<file path="config.mk">
export PLATFORM = sky130hd
export DESIGN_NAME = qrs_front
export DESIGN_NICKNAME = d
export VERILOG_FILES = /design/src/rtl/quadratic_root_solver_assert.svh /design/src/rtl/qrs_pkg.sv /design/src/rtl/qrs_front.sv
export SDC_FILE = /design/constraint.sdc
export NUM_CORES = 2
export LEC_CHECK = 0
export BUFFER_PORTS_ARGS = -buffer_cell sky130_fd_sc_hd__buf_4
export CAP_MARGIN = 40
export CORE_ASPECT_RATIO = 0.9
export CORE_UTILIZATION = 30
export DETAILED_ROUTE_END_ITERATION = 10
export GPL_TIMING_DRIVEN = 0
export PLACE_DENSITY = 0.54
export SYNTH_ARGS = -nofsm -noshare
export SYNTH_HDL_FRONTEND = slang
export SYNTH_SLANG_ARGS = --single-unit
</file>
<file path="constraint.sdc">
create_clock -name clk -period 11.1 [get_ports clk]
set_clock_uncertainty 0.15 [all_clocks]
set_input_delay 0.555 -clock clk [delete_from_list [all_inputs] [get_ports clk]]
set_output_delay 0.555 -clock clk [all_outputs]
set_load 0.005 [all_outputs]
</file>
<file path="src/rtl/quadratic_root_solver_assert.svh">
// ----------------------------------------------------------------------------
// Assertion macros for the quadratic root solver
// Concurrent checks that compile away when SYNTHESIS is defined.
// ----------------------------------------------------------------------------
`ifndef QUADRATIC_ROOT_SOLVER_ASSERT_SVH
`define QUADRATIC_ROOT_SOLVER_ASSERT_SVH

`ifndef SYNTHESIS
// antecedent implies consequent in the same cycle
`define QRS_ASSERT_IMPLIES(label, clk, rst, ante, cons) \
  label: assert property (@(posedge clk) disable iff (rst) (ante) |-> (cons)) \
    else $error("quadratic_root_solver: same-cycle check failed");
// antecedent implies consequent in the next cycle
`define QRS_ASSERT_NEXT(label, clk, rst, ante, cons) \
  label: assert property (@(posedge clk) disable iff (rst) (ante) |=> (cons)) \
    else $error("quadratic_root_solver: next-cycle check failed");
`else
`define QRS_ASSERT_IMPLIES(label, clk, rst, ante, cons)
`define QRS_ASSERT_NEXT(label, clk, rst, ante, cons)
`endif

`endif

</file>
<file path="src/rtl/qrs_pkg.sv">
// ----------------------------------------------------------------------------
// qrs_pkg
// Widths, status codes, register indexes and sideband types of the solver.
// ----------------------------------------------------------------------------
package qrs_pkg;

  localparam int COEFF_WIDTH     = 24;
  localparam int COEFF_FRAC_BITS = 12;
  localparam int ROOT_WIDTH      = 32;
  localparam int GUARD_BITS      = 4;

  // magnitudes, products, discriminant
  localparam int MAG_W  = COEFF_WIDTH;
  localparam int PROD_W = 2 * MAG_W;
  localparam int DISC_W = PROD_W + 1;

  // square root of D * 4^GUARD_BITS, input padded to an even width
  localparam int SQ_IN_W   = ((DISC_W + 2 * GUARD_BITS + 1) / 2) * 2;
  localparam int SQ_ROOT_W = SQ_IN_W / 2;
  localparam int SQ_REM_W  = SQ_ROOT_W + 2;

  // numerators -b*2^G +/- sqrt
  localparam int N_W    = SQ_ROOT_W + 2;
  localparam int NMAG_W = SQ_ROOT_W + 1;

  // divider operands (numerator has one bit of headroom for rounding)
  localparam int DIV_NUM_W = NMAG_W + COEFF_FRAC_BITS + 1;
  localparam int DIV_DEN_W = MAG_W + 1 + GUARD_BITS;

  // configuration
  localparam int CTOL_W     = 23;
  localparam int DTOL_W     = 32;
  localparam int CFG_IDX_W  = 1;
  localparam int CFG_DATA_W = 32;
  localparam logic [CFG_IDX_W-1:0] REG_COEFF_TOL = 1'b0;
  localparam logic [CFG_IDX_W-1:0] REG_DISC_TOL  = 1'b1;

  // status codes
  localparam int STATUS_W = 3;
  localparam logic [STATUS_W-1:0] ST_NONE   = 3'd0;
  localparam logic [STATUS_W-1:0] ST_LINEAR = 3'd1;
  localparam logic [STATUS_W-1:0] ST_DOUBLE = 3'd2;
  localparam logic [STATUS_W-1:0] ST_TWO    = 3'd3;
  localparam logic [STATUS_W-1:0] ST_DEGEN  = 3'd4;

  // magnitude of the most negative root
  localparam logic [DIV_NUM_W-1:0] ROOT_MAG_LIMIT = DIV_NUM_W'(64'd1 << (ROOT_WIDTH - 1));

  typedef struct packed {
    logic [STATUS_W-1:0] status;
    logic                sa;
    logic                sb;
    logic                sc;
    logic [MAG_W-1:0]    am;
    logic [MAG_W-1:0]    bm;
    logic [MAG_W-1:0]    cm;
  } sq_side_t;

  typedef struct packed {
    logic [STATUS_W-1:0] status;
    logic                neg;
  } div_tag_t;

endpackage

</file>
<file path="src/rtl/qrs_front.sv">
// ----------------------------------------------------------------------------
// qrs_front
// Four stages: magnitudes and zero tests, products, discriminant, status.
// ----------------------------------------------------------------------------
module qrs_front (
  input  logic                                    clk,
  input  logic                                    rst,
  input  logic                                    en,
  input  logic                                    in_valid,
  input  logic signed [qrs_pkg::COEFF_WIDTH-1:0]  coef_a,
  input  logic signed [qrs_pkg::COEFF_WIDTH-1:0]  coef_b,
  input  logic signed [qrs_pkg::COEFF_WIDTH-1:0]  coef_c,
  input  logic [qrs_pkg::CTOL_W-1:0]              coeff_tol,
  input  logic [qrs_pkg::DTOL_W-1:0]              disc_tol,
  output logic                                    out_valid,
  output logic [qrs_pkg::SQ_IN_W-1:0]             out_x,
  output qrs_pkg::sq_side_t                       out_side
);

  // stage 1
  logic [qrs_pkg::MAG_W-1:0] am_n, bm_n, cm_n;
  logic                      s1_valid, s1_azero, s1_bzero, s1_sa, s1_sb, s1_sc;
  logic [qrs_pkg::MAG_W-1:0] s1_am, s1_bm, s1_cm;

  always_comb begin
    am_n = coef_a[qrs_pkg::COEFF_WIDTH-1] ? (~$unsigned(coef_a) + 1'b1) : $unsigned(coef_a);
    bm_n = coef_b[qrs_pkg::COEFF_WIDTH-1] ? (~$unsigned(coef_b) + 1'b1) : $unsigned(coef_b);
    cm_n = coef_c[qrs_pkg::COEFF_WIDTH-1] ? (~$unsigned(coef_c) + 1'b1) : $unsigned(coef_c);
  end

  always_ff @(posedge clk) begin
    if (rst) begin
      s1_valid <= 1'b0;
    end else if (en) begin
      s1_valid <= in_valid;
    end
  end

  always_ff @(posedge clk) begin
    if (en) begin
      s1_am    <= am_n;
      s1_bm    <= bm_n;
      s1_cm    <= cm_n;
      s1_sa    <= coef_a[qrs_pkg::COEFF_WIDTH-1];
      s1_sb    <= coef_b[qrs_pkg::COEFF_WIDTH-1];
      s1_sc    <= coef_c[qrs_pkg::COEFF_WIDTH-1];
      s1_azero <= (am_n == '0) || (am_n < qrs_pkg::MAG_W'(coeff_tol));
      s1_bzero <= (bm_n == '0) || (bm_n < qrs_pkg::MAG_W'(coeff_tol));
    end
  end

  // stage 2: b*b and a*c
  logic                       s2_valid, s2_azero, s2_bzero, s2_sa, s2_sb, s2_sc;
  logic [qrs_pkg::MAG_W-1:0]  s2_am, s2_bm, s2_cm;
  logic [qrs_pkg::PROD_W-1:0] s2_bb, s2_ac;

  always_ff @(posedge clk) begin
    if (rst) begin
      s2_valid <= 1'b0;
    end else if (en) begin
      s2_valid <= s1_valid;
    end
  end

  always_ff @(posedge clk) begin
    if (en) begin
      s2_bb    <= s1_bm * s1_bm;
      s2_ac    <= s1_am * s1_cm;
      s2_am    <= s1_am;
      s2_bm    <= s1_bm;
      s2_cm    <= s1_cm;
      s2_sa    <= s1_sa;
      s2_sb    <= s1_sb;
      s2_sc    <= s1_sc;
      s2_azero <= s1_azero;
      s2_bzero <= s1_bzero;
    end
  end

  // stage 3: D = b*b - 4ac, sign handled on magnitudes
  logic [qrs_pkg::DISC_W-1:0] ac4, dsum;
  logic [qrs_pkg::DISC_W:0]   dsub;
  logic                       add_case;
  logic                       s3_valid, s3_azero, s3_bzero, s3_sa, s3_sb, s3_sc, s3_dneg;
  logic [qrs_pkg::MAG_W-1:0]  s3_am, s3_bm, s3_cm;
  logic [qrs_pkg::DISC_W-1:0] s3_d;

  always_comb begin
    ac4      = qrs_pkg::DISC_W'(s2_ac) << 2;
    dsum     = qrs_pkg::DISC_W'(s2_bb) + ac4;
    dsub     = {1'b0, qrs_pkg::DISC_W'(s2_bb)} - {1'b0, ac4};
    add_case = (s2_sa != s2_sc) || (s2_cm == '0);
  end

  always_ff @(posedge clk) begin
    if (rst) begin
      s3_valid <= 1'b0;
    end else if (en) begin
      s3_valid <= s2_valid;
    end
  end

  always_ff @(posedge clk) begin
    if (en) begin
      s3_d     <= add_case ? dsum : dsub[qrs_pkg::DISC_W-1:0];
      s3_dneg  <= !add_case && dsub[qrs_pkg::DISC_W];
      s3_am    <= s2_am;
      s3_bm    <= s2_bm;
      s3_cm    <= s2_cm;
      s3_sa    <= s2_sa;
      s3_sb    <= s2_sb;
      s3_sc    <= s2_sc;
      s3_azero <= s2_azero;
      s3_bzero <= s2_bzero;
    end
  end

  // stage 4: classify
  logic [qrs_pkg::STATUS_W-1:0] status_n;
  logic                         s4_valid;
  logic [qrs_pkg::SQ_IN_W-1:0]  s4_x;
  qrs_pkg::sq_side_t            s4_side;

  always_comb begin
    if (s3_azero) begin
      status_n = s3_bzero ? qrs_pkg::ST_DEGEN : qrs_pkg::ST_LINEAR;
    end else if (s3_dneg) begin
      status_n = qrs_pkg::ST_NONE;
    end else if (s3_d < qrs_pkg::DISC_W'(disc_tol)) begin
      status_n = qrs_pkg::ST_DOUBLE;
    end else begin
      status_n = qrs_pkg::ST_TWO;
    end
  end

  always_ff @(posedge clk) begin
    if (rst) begin
      s4_valid <= 1'b0;
    end else if (en) begin
      s4_valid <= s3_valid;
    end
  end

  always_ff @(posedge clk) begin
    if (en) begin
      s4_x           <= qrs_pkg::SQ_IN_W'({s3_d, {(2 * qrs_pkg::GUARD_BITS){1'b0}}});
      s4_side.status <= status_n;
      s4_side.sa     <= s3_sa;
      s4_side.sb     <= s3_sb;
      s4_side.sc     <= s3_sc;
      s4_side.am     <= s3_am;
      s4_side.bm     <= s3_bm;
      s4_side.cm     <= s3_cm;
    end
  end

  assign out_valid = s4_valid;
  assign out_x     = s4_x;
  assign out_side  = s4_side;

endmodule

</file>
* Word level (Yosys, flattened, before mapping)
Index checks and enable logic that the tools add are counted.
** Cells by class
- $lt $le $gt $ge :: 3
- Eq/ne operators :: 1
- Bitwise logic cells :: 3
- Reductions and logical operators :: 8
- Add/sub/neg operators :: 5
- Mux-type cells :: 8
- Multipliers :: 2
** Operator list (count)
- adder 24 x 1 -> 24 bit (second input constant) :: 3
- zero test 24 bit :: 3
- inverter 24 bit :: 3
- subtractor 48 x 49 -> 50 bit :: 1
- adder 48 x 49 -> 49 bit :: 1
- < comparator 49 x 32 -> 1 bit :: 1
- 2-to-1 mux 49 bit :: 1
- < comparator 24 x 23 -> 1 bit :: 2
- multiplier 24 x 24 -> 48 bit :: 1
- 2-to-1 mux 24 bit :: 2
- multiplier 24 x 24 -> 47 bit :: 1
- 2-to-1 mux 23 bit :: 1
- 2-to-1 mux 3 bit :: 2
- logical OR 1 bit :: 3
- 2-to-1 mux 2 bit :: 1
- logical AND 1 bit :: 1
- zero test 1 bit :: 1
- 2-to-1 mux 1 bit :: 1
- inequality test 1 bit :: 1
** Storage, ports and cells
- Flip-flop bits (word level) :: 507

* Logic depth before layout (Yosys ltp)
- Depth after elaboration :: 5
- Gate-level depth with buffers :: 27
- Depth with buffers taken out :: 26

* Worst setup path before layout
No wires, ideal clock.
- Kind :: register -> register
- Start :: register s1_bm[17] in the netlist's numbering
- End :: register s2_bb[46] in the netlist's numbering, data pin
- Arrival time :: 6.854 ns
- Slack :: 3.830 ns
- Required time :: 10.684 ns
- Stages on the path, launching flop included :: 26
- Setup time :: 0.266 ns
- Path through :: edfxtp_1 > clkbuf_1 > clkbuf_1 > nand2_1 > fa_1 > inv_1 > fa_1 > inv_1 > fa_1 > fa_1 > inv_1 > fa_1 > fa_1 > inv_1 > fa_1 > inv_1 > ha_1 > a21oi_1 > o221ai_1 > a31oi_1 > o21ai_0 > a31oi_1 > o21ai_1 > a211oi_2 > nor3_1 > or3b_1
** On the way
- Cells in the longest elaborated chain, start to end :: 1
** Ends and longest elaborated chain
- from (decl) :: line qrs_front.sv:23 : logic [qrs_pkg::MAG_W-1:0] s1_am, s1_bm, s1_cm;
- from (signal assigned) :: line qrs_front.sv:42 : s1_bm <= bm_n;
- multiplier 24 x 24 -> 48 bit :: line qrs_front.sv:67 : s2_bb <= s1_bm * s1_bm;
- to (signal assigned) :: line qrs_front.sv:67
- to (decl) :: line qrs_front.sv:55 : logic [qrs_pkg::PROD_W-1:0] s2_bb, s2_ac;
No other way between the ends.
A chain may end at the register's enable or synchronous reset.

* Worst setup path in the final report
Ends and elaborated chain as after synthesis.

==> results.yml <==
status:
  status: "complete, no violations"
die:
  dieArea_sq_mm: 0.200
  fp.dieH_microns: 424
  rows: 154
  floorplan.initialDensity: 0.303
  coreArea_sq_mm: 0.196
  io_pins: 268
  die-width_microns: 471
clock_network:
  clock_path_buffers: 3
  clkTransAtPathRegs_ps: 60
  clk_root_buffer_cell: "clkbuf_16"
  cts_resized: 0
  htreeDepth: 2
  cts_tree: "done"
  cts_buffers: 61
  clkLatencyLatePin_ps: 740
  cts.sinks: 501
  post_cts_buffers: 0
worst_hold_path:
  min_from: "coef_c[1]"
  holdPathStages: 3
  hold_path_class: "primary input to flip-flop"
  min_delay_worst_endpoint: "s1_cm[1]"
global_routing:
  first_global_vias: 44700
  grtUsageTotal: 0.190
  grt_max_degree: 119
  overflow: 0
  antenna_found_initial: 21
  grt_pass1_wl_microns: 283000
sta:
  tightest_slew_ps: 989
  setup_viol_count_final: 0
  fin_crit_ps: 9530
  timing.fmax_mhz: 105
  relSlewSlack: 0.335
  hold_viol: 0
  drv_slew: 0
  fin_tns_setup_ps: 0
  finalCritPeriodShare: 0.858
  rsz0062_at_grt: "no"
detailed_routing:
  drcViolationCount: 0
  drtIter0Drc: 3043
  routed_wl_microns: 189000
  wl_per_cell_microns: 21.2
  num_vias: 43000
  avgViaCountPerCell: 4.83
  drtPass1Iterations: 5
  ant_nets: 0
yosys:
  synth_area_per_cell_sq_um: 10.1
  synth_flop_cell: "edfxtp_1"
  synth_cell_types: 89
  syn_inst: 5869
  yosysTopAreaCell: "fa_1"
  async_flop_share: 0
  ys_ff_latch: 501
  synth_edf_count: 497
  yosysTopAreaCellShare: 0.305
  yosysMostFrequentCell: "inv_1"
  yosysSeqAreaShare: 0.252
  yosys_warnings: 0
  synth_top_cells_by_count: "1317 x inv_1, 905 x fa_1, 564 x nand2_1"
  synth_area_sq_mm: 0.0594
  synthTopCellsByArea: "fa_1 30%, edfxtp_1 25%, ha_1 11%"
setup_path:
  worstSetupEndpointType: "flip-flop"
  worstPathMaxFanout: 10
  crit_type: "flip-flop to flip-flop"
  timing.rr.start: "s1_bm[17]"
  worstPathArrival_ps: 9790
  r2r_slack_ps: 1570
  rr_worst_depth: 25
  crit_path_frequent_cell: "fa_1"
  crit_path_top_delay_cell: "clkbuf_1"
  r2r-end: "s2_bb[46]"
  crit_required_ps: 11370
  cp-start-kind: "flip-flop"
  crit_path_max_incr_delay_ps: 680
layout:
  area_delta_synth_final_pct: 13.6
  fillCellCount: 20000
  multi_input_area_sq_mm: 0.0386
  final_nets: 7809
  drive_above_1_share: 0.0709
  register_area_sq_mm: 0.0150
run:
  drv_cap: 0
placement:
  dp_hpwl_microns: 158000
  gp_congestion: 0.957
  portBuffers: 255
[cells in the final DEF, fill, tap and decap left out, types with 153 or more instances in the layout]
cell type  instances
a21oi_1          208
and2_1           413
buf_4            266
clkbuf_1         199
edfxtp_1         497
fa_1             905
ha_1             515
inv_1           1317
nand2_1          564
nor2_1           153
xnor2_1          163
[timing repair]
| item | in CTS | in global routing |
|---|---|---|
| endpoints found under the hold margin | 33 | 0 |
| setup endpoints to repair | 0 | 0 |
| hold buffers | 30 | 0 |
[logic make-up after synthesis]
family          after synthesis  synth area share
compound gates              737            0.0815
mux                          12           0.00206
other cells                   1         0.0000631
flops                       501             0.252
fa+ha+maj                  1420             0.413
simple gates               1453             0.122
xor+xnor                    205            0.0302
buf+inv                    1540            0.0982
[sequential cells by signal (all words and copies together) (netlist names), 46 cells and up]
register,count
s3_d,47
s2_ac,47
out_side,78
s2_bb,46
out_x,47
[metal layers]
metal / vias to the layer above / routed length, microns / GRT usage
met5: - / 0 / 0
met3: 209 / 12300 / 0.0276
li1: 19400 / - / -
met4: 0 / 5350 / 0.0542
met2: 1271 / 85300 / 0.300
met1: 22100 / 86100 / 0.270
[critical path: cells and delay by family, from the launching register on]
kind,cells,cell delay [ps]
adders and majority gates,8,4050
buffers and inverters,7,1600
DFF,1,630
and+or+nand+nor,3,770
AOI/OAI and AO/OA,7,2020
[through the flow]
| step | hold slack (ps) | setup slack (ps) | instance area (sq um) | instances | utilization |
|---|---|---|---|---|---|
| after floorplan | 250 | 3830 | 59500 | 5878 | - |
| after global placement | 251 | 1580 | 64600 | 8707 | 0.329 |
| after detailed placement | 255 | 1670 | 65100 | 8738 | 0.331 |
| after CTS | 18.0 | 1590 | 67500 | 8881 | 0.344 |
| after global routing | 61.3 | 1200 | 67500 | 8884 | 0.344 |
| final | 81.2 | 1570 | 67500 | 8895 | 0.344 |
[area by class of cell]
cell class,instances,share of cell area
Clock buffer,66,0.0229
Tap cell,2574,0.0477
Clock inverter,47,0.00878
Sequential cell,501,0.222
Buffer,221,0.0131
Antenna cell,13,0.000482
Timing Repair Buffer,317,0.0396
Multi-Input combinational cell,3837,0.572
Inverter,1319,0.0733
[how the worst max path moves through the flow]
stage / startpoint / to / slack, ps / depth (start not counted)
floorplan: s1_bm[17] / s2_bb[46] / 3830 / 25
global placement: s1_bm[17] / s2_bb[46] / 1580 / 25
detailed placement: s1_bm[17] / s2_bb[46] / 1670 / 25
CTS: s1_bm[17] / s2_bb[46] / 1590 / 25
global route: s1_bm[17] / s2_bb[46] / 1200 / 25
finish: s1_bm[17] / s2_bb[46] / 1570 / 25
Power is left out: the tool's default activity adds up to more than one toggle a clock period on the data nets, which glitch-free logic cannot reach.
